<file path="config.mk">
export PLATFORM = sky130hd
export DESIGN_NAME = deadline_timer_queue_top
export DESIGN_NICKNAME = d
export VERILOG_FILES = /design/src/rtl/core/dtq_pkg.sv /design/src/rtl/core/deadline_timer_queue_top.sv /design/src/rtl/core/dtq_mem.sv /design/src/rtl/core/dtq_ctrl.sv
export SDC_FILE = /design/constraint.sdc
export NUM_CORES = 2
export LEC_CHECK = 0
export BUFFER_PORTS_ARGS = -buffer_cell sky130_fd_sc_hd__buf_4
export CAP_MARGIN = 20
export CORE_ASPECT_RATIO = 1.5
export CORE_MARGIN = 2
export CORE_UTILIZATION = 40
export CTS_CLUSTER_SIZE = 20
export DETAILED_ROUTE_END_ITERATION = 16
export SLEW_MARGIN = 20
export SYNTH_ARGS = -nofsm -noshare
export SYNTH_HDL_FRONTEND = slang
export SYNTH_SLANG_ARGS = --single-unit
</file>
<file path="constraint.sdc">
create_clock -name clock -period 16.5 [get_ports clock]
set_clock_uncertainty 0.15 [all_clocks]
set_input_delay 4.95 -clock clock [delete_from_list [all_inputs] [get_ports clock]]
set_output_delay 4.95 -clock clock [all_outputs]
set_load 0.02 [all_outputs]
</file>
<file path="src/rtl/core/dtq_pkg.sv">
// Shared types and codes of the deadline timer queue.
package dtq_pkg;

   localparam logic [2:0] CMD_TICK    = 3'd0;
   localparam logic [2:0] CMD_ONCE    = 3'd1;
   localparam logic [2:0] CMD_PERIOD  = 3'd2;
   localparam logic [2:0] CMD_RESTART = 3'd3;
   localparam logic [2:0] CMD_STOP    = 3'd4;

   localparam logic [15:0] MAX_WAIT_RESET = 16'd1000;

   typedef struct packed {
      logic [63:0] deadline;
      logic [31:0] period;
      logic [31:0] stamp;
   } entry_type;

   typedef enum logic [2:0] {
      ST_IDLE,
      ST_MARK,
      ST_SEL,
      ST_FIRE,
      ST_NFSCAN,
      ST_NFDIFF,
      ST_NFOUT
   } state_type;

endpackage

</file>
<file path="src/rtl/core/deadline_timer_queue_top.sv">
// Top level of the deadline timer queue with its register port.
//
// Commands enter on start/req_* and are taken when start is high and busy
// is low. A tick advances time by one ms and emits one item per expiring
// slot (fired_valid set), in deadline then insertion order, followed by a
// final item with last set, status and next_fire_ms. Other commands emit
// only the final item. Each item is shown for one cycle with rsp_valid;
// the receiver cannot stall it.
// Timing: slot state lives in one memory scanned one entry per cycle.
// Every command ends with a scan for the earliest deadline. A tick first
// marks the due slots in one scan, then rescans the memory before every
// fire to pick the next slot.
// max_wait_ms sits at byte address 0 and resets to 1000; write it only
// while the block is idle. Reset deactivates every slot and clears time
// and the stamp counter; the memory needs no clearing pass.
module deadline_timer_queue_top #(
   parameter int NUM_SLOTS = 16
) (
   input  logic        clock,
   input  logic        reset,
   input  logic        start,
   output logic        busy,
   input  logic [2:0]  req_cmd,
   input  logic [3:0]  req_slot_id,
   input  logic [31:0] req_duration_ms,
   output logic        rsp_valid,
   output logic        rsp_fired_valid,
   output logic [3:0]  rsp_fired_slot,
   output logic        rsp_status,
   output logic [16:0] rsp_next_fire_ms,
   output logic        rsp_last,
   input  logic        csr_psel,
   input  logic        csr_penable,
   input  logic        csr_pwrite,
   input  logic [2:0]  csr_paddr,
   input  logic [31:0] csr_pwdata,
   output logic [31:0] csr_prdata,
   output logic        csr_pready
);

   logic [15:0] max_wait_ff;

   assign csr_pready = 1'b1;

   always_ff @(posedge clock) begin
      if (reset) begin
         max_wait_ff <= dtq_pkg::MAX_WAIT_RESET;
      end else if (csr_psel && csr_penable && csr_pwrite && (csr_paddr == 3'd0)) begin
         max_wait_ff <= csr_pwdata[15:0];
      end
   end

   assign csr_prdata = (csr_paddr == 3'd0) ? {16'd0, max_wait_ff} : 32'd0;

   dtq_ctrl #(.NUM_SLOTS(NUM_SLOTS)) u_ctrl (
      .clock            (clock),
      .reset            (reset),
      .start            (start),
      .busy             (busy),
      .req_cmd          (req_cmd),
      .req_slot_id      (req_slot_id),
      .req_duration_ms  (req_duration_ms),
      .max_wait         (max_wait_ff),
      .rsp_valid        (rsp_valid),
      .rsp_fired_valid  (rsp_fired_valid),
      .rsp_fired_slot   (rsp_fired_slot),
      .rsp_status       (rsp_status),
      .rsp_next_fire_ms (rsp_next_fire_ms),
      .rsp_last         (rsp_last)
   );

endmodule

</file>
<file path="src/rtl/core/dtq_mem.sv">
// Slot memory: one write port and one read port with registered read data.
module dtq_mem #(
   parameter int DEPTH = 16,
   parameter int AW = 4
) (
   input  logic                  clock,
   input  logic                  wr_en,
   input  logic [AW-1:0]         wr_addr,
   input  dtq_pkg::entry_type    wr_data,
   input  logic [AW-1:0]         rd_addr,
   output dtq_pkg::entry_type    rd_data
);

   dtq_pkg::entry_type mem [DEPTH];
   dtq_pkg::entry_type rd_data_ff;

   always_ff @(posedge clock) begin
      if (wr_en) begin
         mem[wr_addr] <= wr_data;
      end
      rd_data_ff <= mem[rd_addr];
   end

   assign rd_data = rd_data_ff;

endmodule

</file>
<file path="src/rtl/core/dtq_ctrl.sv">
// Sequencer of the timer queue: commands, fire scans and next-fire delay.
module dtq_ctrl #(
   parameter int NUM_SLOTS = 16
) (
   input  logic        clock,
   input  logic        reset,
   input  logic        start,
   output logic        busy,
   input  logic [2:0]  req_cmd,
   input  logic [3:0]  req_slot_id,
   input  logic [31:0] req_duration_ms,
   input  logic [15:0] max_wait,
   output logic        rsp_valid,
   output logic        rsp_fired_valid,
   output logic [3:0]  rsp_fired_slot,
   output logic        rsp_status,
   output logic [16:0] rsp_next_fire_ms,
   output logic        rsp_last
);

   localparam int IW = (NUM_SLOTS > 1) ? $clog2(NUM_SLOTS) : 1;
   localparam int CW = IW + 1;
   localparam logic [CW-1:0] NCNT = CW'(NUM_SLOTS);

   dtq_pkg::state_type state_ff, state_in;

   logic [63:0]          now_ff, now_in;
   logic [31:0]          stamp_ff, stamp_in;
   logic [NUM_SLOTS-1:0] active_ff, active_in;
   logic [NUM_SLOTS-1:0] repeat_ff, repeat_in;
   logic [NUM_SLOTS-1:0] due_ff, due_in;
   logic [CW-1:0]        cnt_ff, cnt_in;
   logic                 pv_ff, pv_in;
   logic [IW-1:0]        pidx_ff, pidx_in;
   logic                 found_ff, found_in;
   logic [IW-1:0]        bidx_ff, bidx_in;
   dtq_pkg::entry_type   best_ff, best_in;
   logic [63:0]          diff_ff, diff_in;
   logic                 status_ff, status_in;

   logic        rsp_valid_ff, rsp_valid_in;
   logic        rsp_fv_ff, rsp_fv_in;
   logic [3:0]  rsp_fs_ff, rsp_fs_in;
   logic        rsp_st_ff, rsp_st_in;
   logic [16:0] rsp_nf_ff, rsp_nf_in;
   logic        rsp_last_ff, rsp_last_in;

   logic               wr_en;
   logic [IW-1:0]      wr_addr;
   dtq_pkg::entry_type wr_data;
   dtq_pkg::entry_type rd_data;

   logic accept;
   logic scan_done;
   logic ahead;

   dtq_mem #(.DEPTH(NUM_SLOTS), .AW(IW)) u_mem (
      .clock   (clock),
      .wr_en   (wr_en),
      .wr_addr (wr_addr),
      .wr_data (wr_data),
      .rd_addr (cnt_ff[IW-1:0]),
      .rd_data (rd_data)
   );

   assign busy      = (state_ff != dtq_pkg::ST_IDLE);
   assign accept    = start && !busy;
   assign scan_done = (cnt_ff == NCNT) && !pv_ff;

   // Earlier deadline wins; on a tie the older stamp wins.
   assign ahead = (rd_data.deadline < best_ff.deadline) ||
                  ((rd_data.deadline == best_ff.deadline) &&
                   ((stamp_ff - rd_data.stamp) > (stamp_ff - best_ff.stamp)));

   always_comb begin
      state_in = state_ff;
      unique case (state_ff)
         dtq_pkg::ST_IDLE: begin
            if (accept) begin
               state_in = (req_cmd == dtq_pkg::CMD_TICK) ? dtq_pkg::ST_MARK
                                                         : dtq_pkg::ST_NFSCAN;
            end
         end
         dtq_pkg::ST_MARK: begin
            if (scan_done) state_in = dtq_pkg::ST_SEL;
         end
         dtq_pkg::ST_SEL: begin
            if (scan_done) state_in = found_ff ? dtq_pkg::ST_FIRE : dtq_pkg::ST_NFSCAN;
         end
         dtq_pkg::ST_FIRE:   state_in = dtq_pkg::ST_SEL;
         dtq_pkg::ST_NFSCAN: begin
            if (scan_done) state_in = dtq_pkg::ST_NFDIFF;
         end
         dtq_pkg::ST_NFDIFF: state_in = dtq_pkg::ST_NFOUT;
         dtq_pkg::ST_NFOUT:  state_in = dtq_pkg::ST_IDLE;
         default:            state_in = dtq_pkg::ST_IDLE;
      endcase
   end

   always_comb begin
      logic          bad;
      logic [IW-1:0] sidx;
      now_in       = now_ff;
      stamp_in     = stamp_ff;
      active_in    = active_ff;
      repeat_in    = repeat_ff;
      due_in       = due_ff;
      cnt_in       = cnt_ff;
      pv_in        = 1'b0;
      pidx_in      = cnt_ff[IW-1:0];
      found_in     = found_ff;
      bidx_in      = bidx_ff;
      best_in      = best_ff;
      diff_in      = diff_ff;
      status_in    = status_ff;
      rsp_valid_in = 1'b0;
      rsp_fv_in    = 1'b0;
      rsp_fs_in    = 4'd0;
      rsp_st_in    = 1'b0;
      rsp_nf_in    = 17'd0;
      rsp_last_in  = 1'b0;
      wr_en        = 1'b0;
      wr_addr      = IW'(req_slot_id);
      wr_data.deadline = now_ff + {32'd0, req_duration_ms};
      wr_data.period   = req_duration_ms;
      wr_data.stamp    = stamp_ff;
      bad  = 1'b0;
      sidx = IW'(req_slot_id);

      if (state_ff == dtq_pkg::ST_MARK || state_ff == dtq_pkg::ST_SEL ||
          state_ff == dtq_pkg::ST_NFSCAN) begin
         if (cnt_ff != NCNT) begin
            cnt_in = cnt_ff + CW'(1);
            pv_in  = 1'b1;
         end
         if (scan_done) cnt_in = '0;
      end

      unique case (state_ff)
         dtq_pkg::ST_IDLE: begin
            cnt_in   = '0;
            found_in = 1'b0;
            if (accept) begin
               if (req_cmd == dtq_pkg::CMD_TICK) begin
                  now_in    = now_ff + 64'd1;
                  status_in = 1'b0;
               end else begin
                  bad = (req_cmd > dtq_pkg::CMD_STOP) ||
                        ({28'd0, req_slot_id} >= 32'(NUM_SLOTS));
                  if (!bad) begin
                     case (req_cmd)
                        dtq_pkg::CMD_ONCE: bad = active_ff[sidx];
                        dtq_pkg::CMD_PERIOD:
                           bad = active_ff[sidx] || (req_duration_ms == 32'd0);
                        dtq_pkg::CMD_RESTART:
                           bad = !active_ff[sidx] || (req_duration_ms == 32'd0);
                        default: bad = !active_ff[sidx];
                     endcase
                  end
                  status_in = bad;
                  if (!bad) begin
                     if (req_cmd == dtq_pkg::CMD_STOP) begin
                        active_in[sidx] = 1'b0;
                     end else begin
                        wr_en            = 1'b1;
                        active_in[sidx]  = 1'b1;
                        stamp_in         = stamp_ff + 32'd1;
                        if (req_cmd != dtq_pkg::CMD_RESTART) begin
                           repeat_in[sidx] = (req_cmd == dtq_pkg::CMD_PERIOD);
                        end
                        if (!((req_cmd == dtq_pkg::CMD_RESTART) ? repeat_ff[sidx]
                              : (req_cmd == dtq_pkg::CMD_PERIOD))) begin
                           wr_data.period = 32'd0;
                        end
                     end
                  end
               end
            end
         end
         dtq_pkg::ST_MARK: begin
            if (pv_ff) begin
               due_in[pidx_ff] = active_ff[pidx_ff] && (rd_data.deadline <= now_ff);
            end
         end
         dtq_pkg::ST_SEL: begin
            if (pv_ff && due_ff[pidx_ff] && (!found_ff || ahead)) begin
               found_in = 1'b1;
               bidx_in  = pidx_ff;
               best_in  = rd_data;
            end
         end
         dtq_pkg::ST_FIRE: begin
            found_in      = 1'b0;
            due_in[bidx_ff] = 1'b0;
            rsp_valid_in  = 1'b1;
            rsp_fv_in     = 1'b1;
            rsp_fs_in     = 4'(bidx_ff);
            wr_addr       = bidx_ff;
            wr_data.deadline = best_ff.deadline + {32'd0, best_ff.period};
            wr_data.period   = best_ff.period;
            wr_data.stamp    = stamp_ff;
            if (repeat_ff[bidx_ff]) begin
               wr_en    = 1'b1;
               stamp_in = stamp_ff + 32'd1;
            end else begin
               active_in[bidx_ff] = 1'b0;
            end
         end
         dtq_pkg::ST_NFSCAN: begin
            if (pv_ff && active_ff[pidx_ff] &&
                (!found_ff || (rd_data.deadline < best_ff.deadline))) begin
               found_in = 1'b1;
               best_in  = rd_data;
            end
         end
         dtq_pkg::ST_NFDIFF: begin
            diff_in = (best_ff.deadline > now_ff) ? best_ff.deadline - now_ff : 64'd0;
         end
         dtq_pkg::ST_NFOUT: begin
            rsp_valid_in = 1'b1;
            rsp_last_in  = 1'b1;
            rsp_st_in    = status_ff;
            if (found_ff) begin
               rsp_nf_in = (diff_ff > {48'd0, max_wait}) ? {1'b0, max_wait} + 17'd1
                                                         : {1'b0, diff_ff[15:0]} + 17'd1;
            end
            found_in = 1'b0;
         end
         default: begin
         end
      endcase
   end

   always_ff @(posedge clock) begin
      if (reset) begin
         state_ff     <= dtq_pkg::ST_IDLE;
         now_ff       <= '0;
         stamp_ff     <= '0;
         active_ff    <= '0;
         repeat_ff    <= '0;
         due_ff       <= '0;
         cnt_ff       <= '0;
         pv_ff        <= 1'b0;
         found_ff     <= 1'b0;
         status_ff    <= 1'b0;
         rsp_valid_ff <= 1'b0;
      end else begin
         state_ff     <= state_in;
         now_ff       <= now_in;
         stamp_ff     <= stamp_in;
         active_ff    <= active_in;
         repeat_ff    <= repeat_in;
         due_ff       <= due_in;
         cnt_ff       <= cnt_in;
         pv_ff        <= pv_in;
         found_ff     <= found_in;
         status_ff    <= status_in;
         rsp_valid_ff <= rsp_valid_in;
      end
      pidx_ff     <= pidx_in;
      bidx_ff     <= bidx_in;
      best_ff     <= best_in;
      diff_ff     <= diff_in;
      rsp_fv_ff   <= rsp_fv_in;
      rsp_fs_ff   <= rsp_fs_in;
      rsp_st_ff   <= rsp_st_in;
      rsp_nf_ff   <= rsp_nf_in;
      rsp_last_ff <= rsp_last_in;
   end

   assign rsp_valid        = rsp_valid_ff;
   assign rsp_fired_valid  = rsp_fv_ff;
   assign rsp_fired_slot   = rsp_fs_ff;
   assign rsp_status       = rsp_st_ff;
   assign rsp_next_fire_ms = rsp_nf_ff;
   assign rsp_last         = rsp_last_ff;

`ifndef SYNTH
   a_fire_not_last: assert property (@(posedge clock) disable iff (reset)
      rsp_valid_ff && rsp_fv_ff |-> !rsp_last_ff)
      else $error("fire item marked last");
   a_fire_found: assert property (@(posedge clock) disable iff (reset)
      state_ff == dtq_pkg::ST_FIRE |-> found_ff)
      else $error("fire without a selected slot");
   a_accept_busy: assert property (@(posedge clock) disable iff (reset)
      accept |=> busy)
      else $error("accepted item did not start work");
   a_fire_had_due: assert property (@(posedge clock) disable iff (reset)
      state_ff == dtq_pkg::ST_FIRE |-> due_ff[bidx_ff])
      else $error("fired slot was not due");
`endif

endmodule

</file>
==> impl_metrics.ini <==
[critical_path]
startpoint = csr_paddr[1]
cp.arrival_ns = 6.08
cp.required_ns = 11.40
r2r-end = u_ctrl.best_ff[29]$_DFFE_PP_
crit_end = csr_prdata[0]
r2r_start = u_ctrl.stamp_ff[1]$_SDFFE_PP0P_
r2r_slack_ns = 7.21
reg2regPathDepth = 19
critPathLaunchType = primary input
cp_common_cell = buf_4
critPathMaxFanout = 18
crit_path_end_kind = output port
cp_slowest_cell = nor3_2
critPathMaxStageDelay_ns = 0.63
path_class = in2out
path_cells = buf_4, nor3_2, and2_1, buf_4

[floorplan]
io-pin-count = 139
dieArea_um2 = 283000
fp.dieH_um = 651
core-area_um2 = 278000
start_util_pct = 40.2
fp.dieW_um = 435
row_count = 237

[place]
gp_congestion = 0.917
postPlaceCellArea_um2 = 117000
port_buffers = 105
post-dp-hpwl_mm = 176

[synthesis]
ys_ff_latch = 2572
synthCells = 6791
ys_dominant_reg_cell = edfxtp_1
synth_top_family_by_area = multiplexers
async_reset_ff_share_pct = 0
synth_edf_count = 2244
netlist_area_um2 = 112000
synth_seq_area_share_pct = 66.3
synth_cell_types = 80
syn_avg_cell_area_um2 = 16.4
synthMuxAreaShare_pct = 13.7
synthAdderAreaFrac_pct = 4.25
synth-compound-area-share_pct = 5.66
synthSimpleGateAreaFrac_pct = 5.48
synth_warnings = 0
synth_xor_area_share_pct = 2.65

[power_and_ir_drop]
total_power_mw = 12.9
p_per_area_nw_per_um2 = 104
p_leak_nw = 41.1
peakVddDrop_mv = 0.101

[clock_tree]
root_buffer = clkbuf_16
cts.sinks = 2572
postCtsSetupRepairBufs = 0
clkLatencyLatePin_ns = 0.95
clk_transition_reported_paths_ns = 0.07
tritoncts = built
numCtsBuffers = 233
cts_buffer_depth = 4
cts_hold_buf = 0
cts.repair.resized = 0
htreeDepth = 4

[layout]
utilization_pct = 45.0
drive_gt1_share_pct = 18.4
layout.nets = 7425
area_growth_pct = 12.0
design_area_um2 = 125000

[timing]
tns_ns = 0
holdWs_ns = 0.167
period_share_pct = 67.8
max_freq_ghz = 0.0895
hold_viol_final = 0
slew_headroom_pct = 22.0
worst_slew_pin_slew_ns = 1.16
timing.final.max_slew_violations = 0
grt_setup_unrepaired = false
fin_crit_ns = 11.18
setup_viol_count_final = 0

[grt]
grt.overflow.total = 0
grt_pass1_vias = 63287
grt_max_degree = 132
grt_pass1_wl_mm = 424
gr-usage-all-layers_pct = 20.1
antenna_found_initial = 2

[drt]
post_drt_wl_per_cell_um = 26.6
wirelength_met1_mm = 110
dr_wl_met3_mm = 11.8
drt_first_pass_iters = 6
num_vias = 61463
viasPerCell = 5.66
top_layer = met4
drt_wl_total_mm = 289
drtAntennaViolNets = 0
drt_iter0_drc = 5274
route.detailed.drc = 0
met2_length_mm = 157

[min_path]
min-delay-start = u_ctrl.u_mem.rd_data[58]$_DFF_P_
worstHoldPathType = reg2reg

[run]
maxCapViolations = 0

[status]
status = completed
==> how the worst min path moves through the flow <==
stage / end / slack, ns / cells after the start
6_report: u_ctrl.best_ff[58]$_DFFE_PP_ / 0.17 / 0
5_1_grt: u_ctrl.best_ff[58]$_DFFE_PP_ / 0.16 / 0
4_1_cts: u_ctrl.best_ff[58]$_DFFE_PP_ / 0.16 / 0
3_5_place_dp: u_ctrl.best_ff[32]$_DFFE_PP_ / 0.24 / 0
3_3_place_gp: u_ctrl.best_ff[51]$_DFFE_PP_ / 0.24 / 0
2_1_floorplan: u_ctrl.pidx_ff[2]$_DFF_P_ / 0.18 / 0
==> sequential cells by signal (all words and copies together), names as in the netlist, 3 cells and up, named ones only <==
signal and cells:
max_wait_ff 16, u_ctrl.best_ff 128, u_ctrl.bidx_ff 4, u_ctrl.cnt_ff 5
u_ctrl.diff_ff 64, u_ctrl.due_ff 16, u_ctrl.now_ff 64, u_ctrl.pidx_ff 4
u_ctrl.repeat_ff 16, u_ctrl.rsp_fired_slot 4, u_ctrl.rsp_next_fire_ms 17, u_ctrl.stamp_ff 32
u_ctrl.state_ff 3, u_ctrl.u_mem.mem 2048, u_ctrl.u_mem.rd_data 128
==> critical path: cells and delay by family <==
family,cells,cell delay (ns)
simple gates,2,0.87
buf+inv,2,0.26
==> synthesized netlist by cell type (all sizes together) (23+ instances only) <==
cell / instances / share of area [%]
inv: 270 / 0.91
nor4: 45 / 0.26
o21a: 27 / 0.18
mux2i: 26 / 0.23
nand4: 94 / 0.53
a21o: 141 / 0.95
nand2: 253 / 0.85
nand2b: 68 / 0.38
a22o: 31 / 0.24
a211oi: 50 / 0.34
ha: 371 / 4.2
xnor2: 232 / 1.8
xor2: 105 / 0.82
edfxtp: 2244 / 60
o21bai: 27 / 0.18
a21oi: 359 / 1.6
buf: 67 / 0.30
a31oi: 29 / 0.16
dfxtp: 328 / 5.9
mux4: 665 / 13
nor3: 60 / 0.27
and2: 34 / 0.19
and3: 60 / 0.34
nor2b: 56 / 0.32
clkbuf: 229 / 0.77
o21ai: 193 / 0.87
nor2: 377 / 1.3
nor3b: 23 / 0.15
or3: 25 / 0.14
nand3: 94 / 0.42
==> cells in the final DEF, fill, tap and decap left out, types with 68 or more instances in the layout <==
cell,n
a21o_1,141
a21oi_1,346
buf_4,205
clkbuf_16,237
dfxtp_1,324
edfxtp_1,2244
ha_1,371
inv_1,269
mux4_2,665
nand2_1,251
nand2b_1,68
nand3_1,94
nand4_1,94
nor2_1,359
o21ai_0,181
xnor2_1,232
xor2_1,105
==> metrics by stage <==
stage          cells  worst slack (ns)
2_1_floorplan   6806              3.26
3_3_place_gp   10435              5.11
3_5_place_dp   10436              4.94
4_1_cts        10862              4.94
5_1_grt        10865              5.24
6_report       10866              5.32
==> power breakdown <==
part | internal [mW] | leakage [nW] | switching (mW)
Clock | 3.03 | 3.65 | 2.40
Sequential | 7.06 | 23.1 | 0.0309
Combinational | 0.184 | 14.4 | 0.244
==> kinds of logic after synthesis <==
kind of cell             count (synthesis)
adder cells (fa/ha/maj)                376
other                                    2
AND/OR/NAND/NOR                       1240
flip-flops                            2572
AO/OA/AOI/OAI                         1004
multiplexers                           693
XOR/XNOR                               337
buffers and inverters                  567
==> area by class of cell <==
cell class,count,area [µm²]
Multi-Input combinational cell,3667,35800
Clock inverter,133,1330
Timing Repair Buffer,224,1910
Sequential cell,2572,74000
Fill cell,24126,153000
Inverter,271,1020
Antenna cell,2,5.00
Tap cell,3704,4630
Clock buffer,293,6240
==> metal layers <==
layer	GRT usage, %	up-vias
met4	7.13	0
met2	37.7	1660
met5	0	-
met3	2.02	494
met1	23.7	32144
li1	-	27165
(Power assumes the default switching activity.)
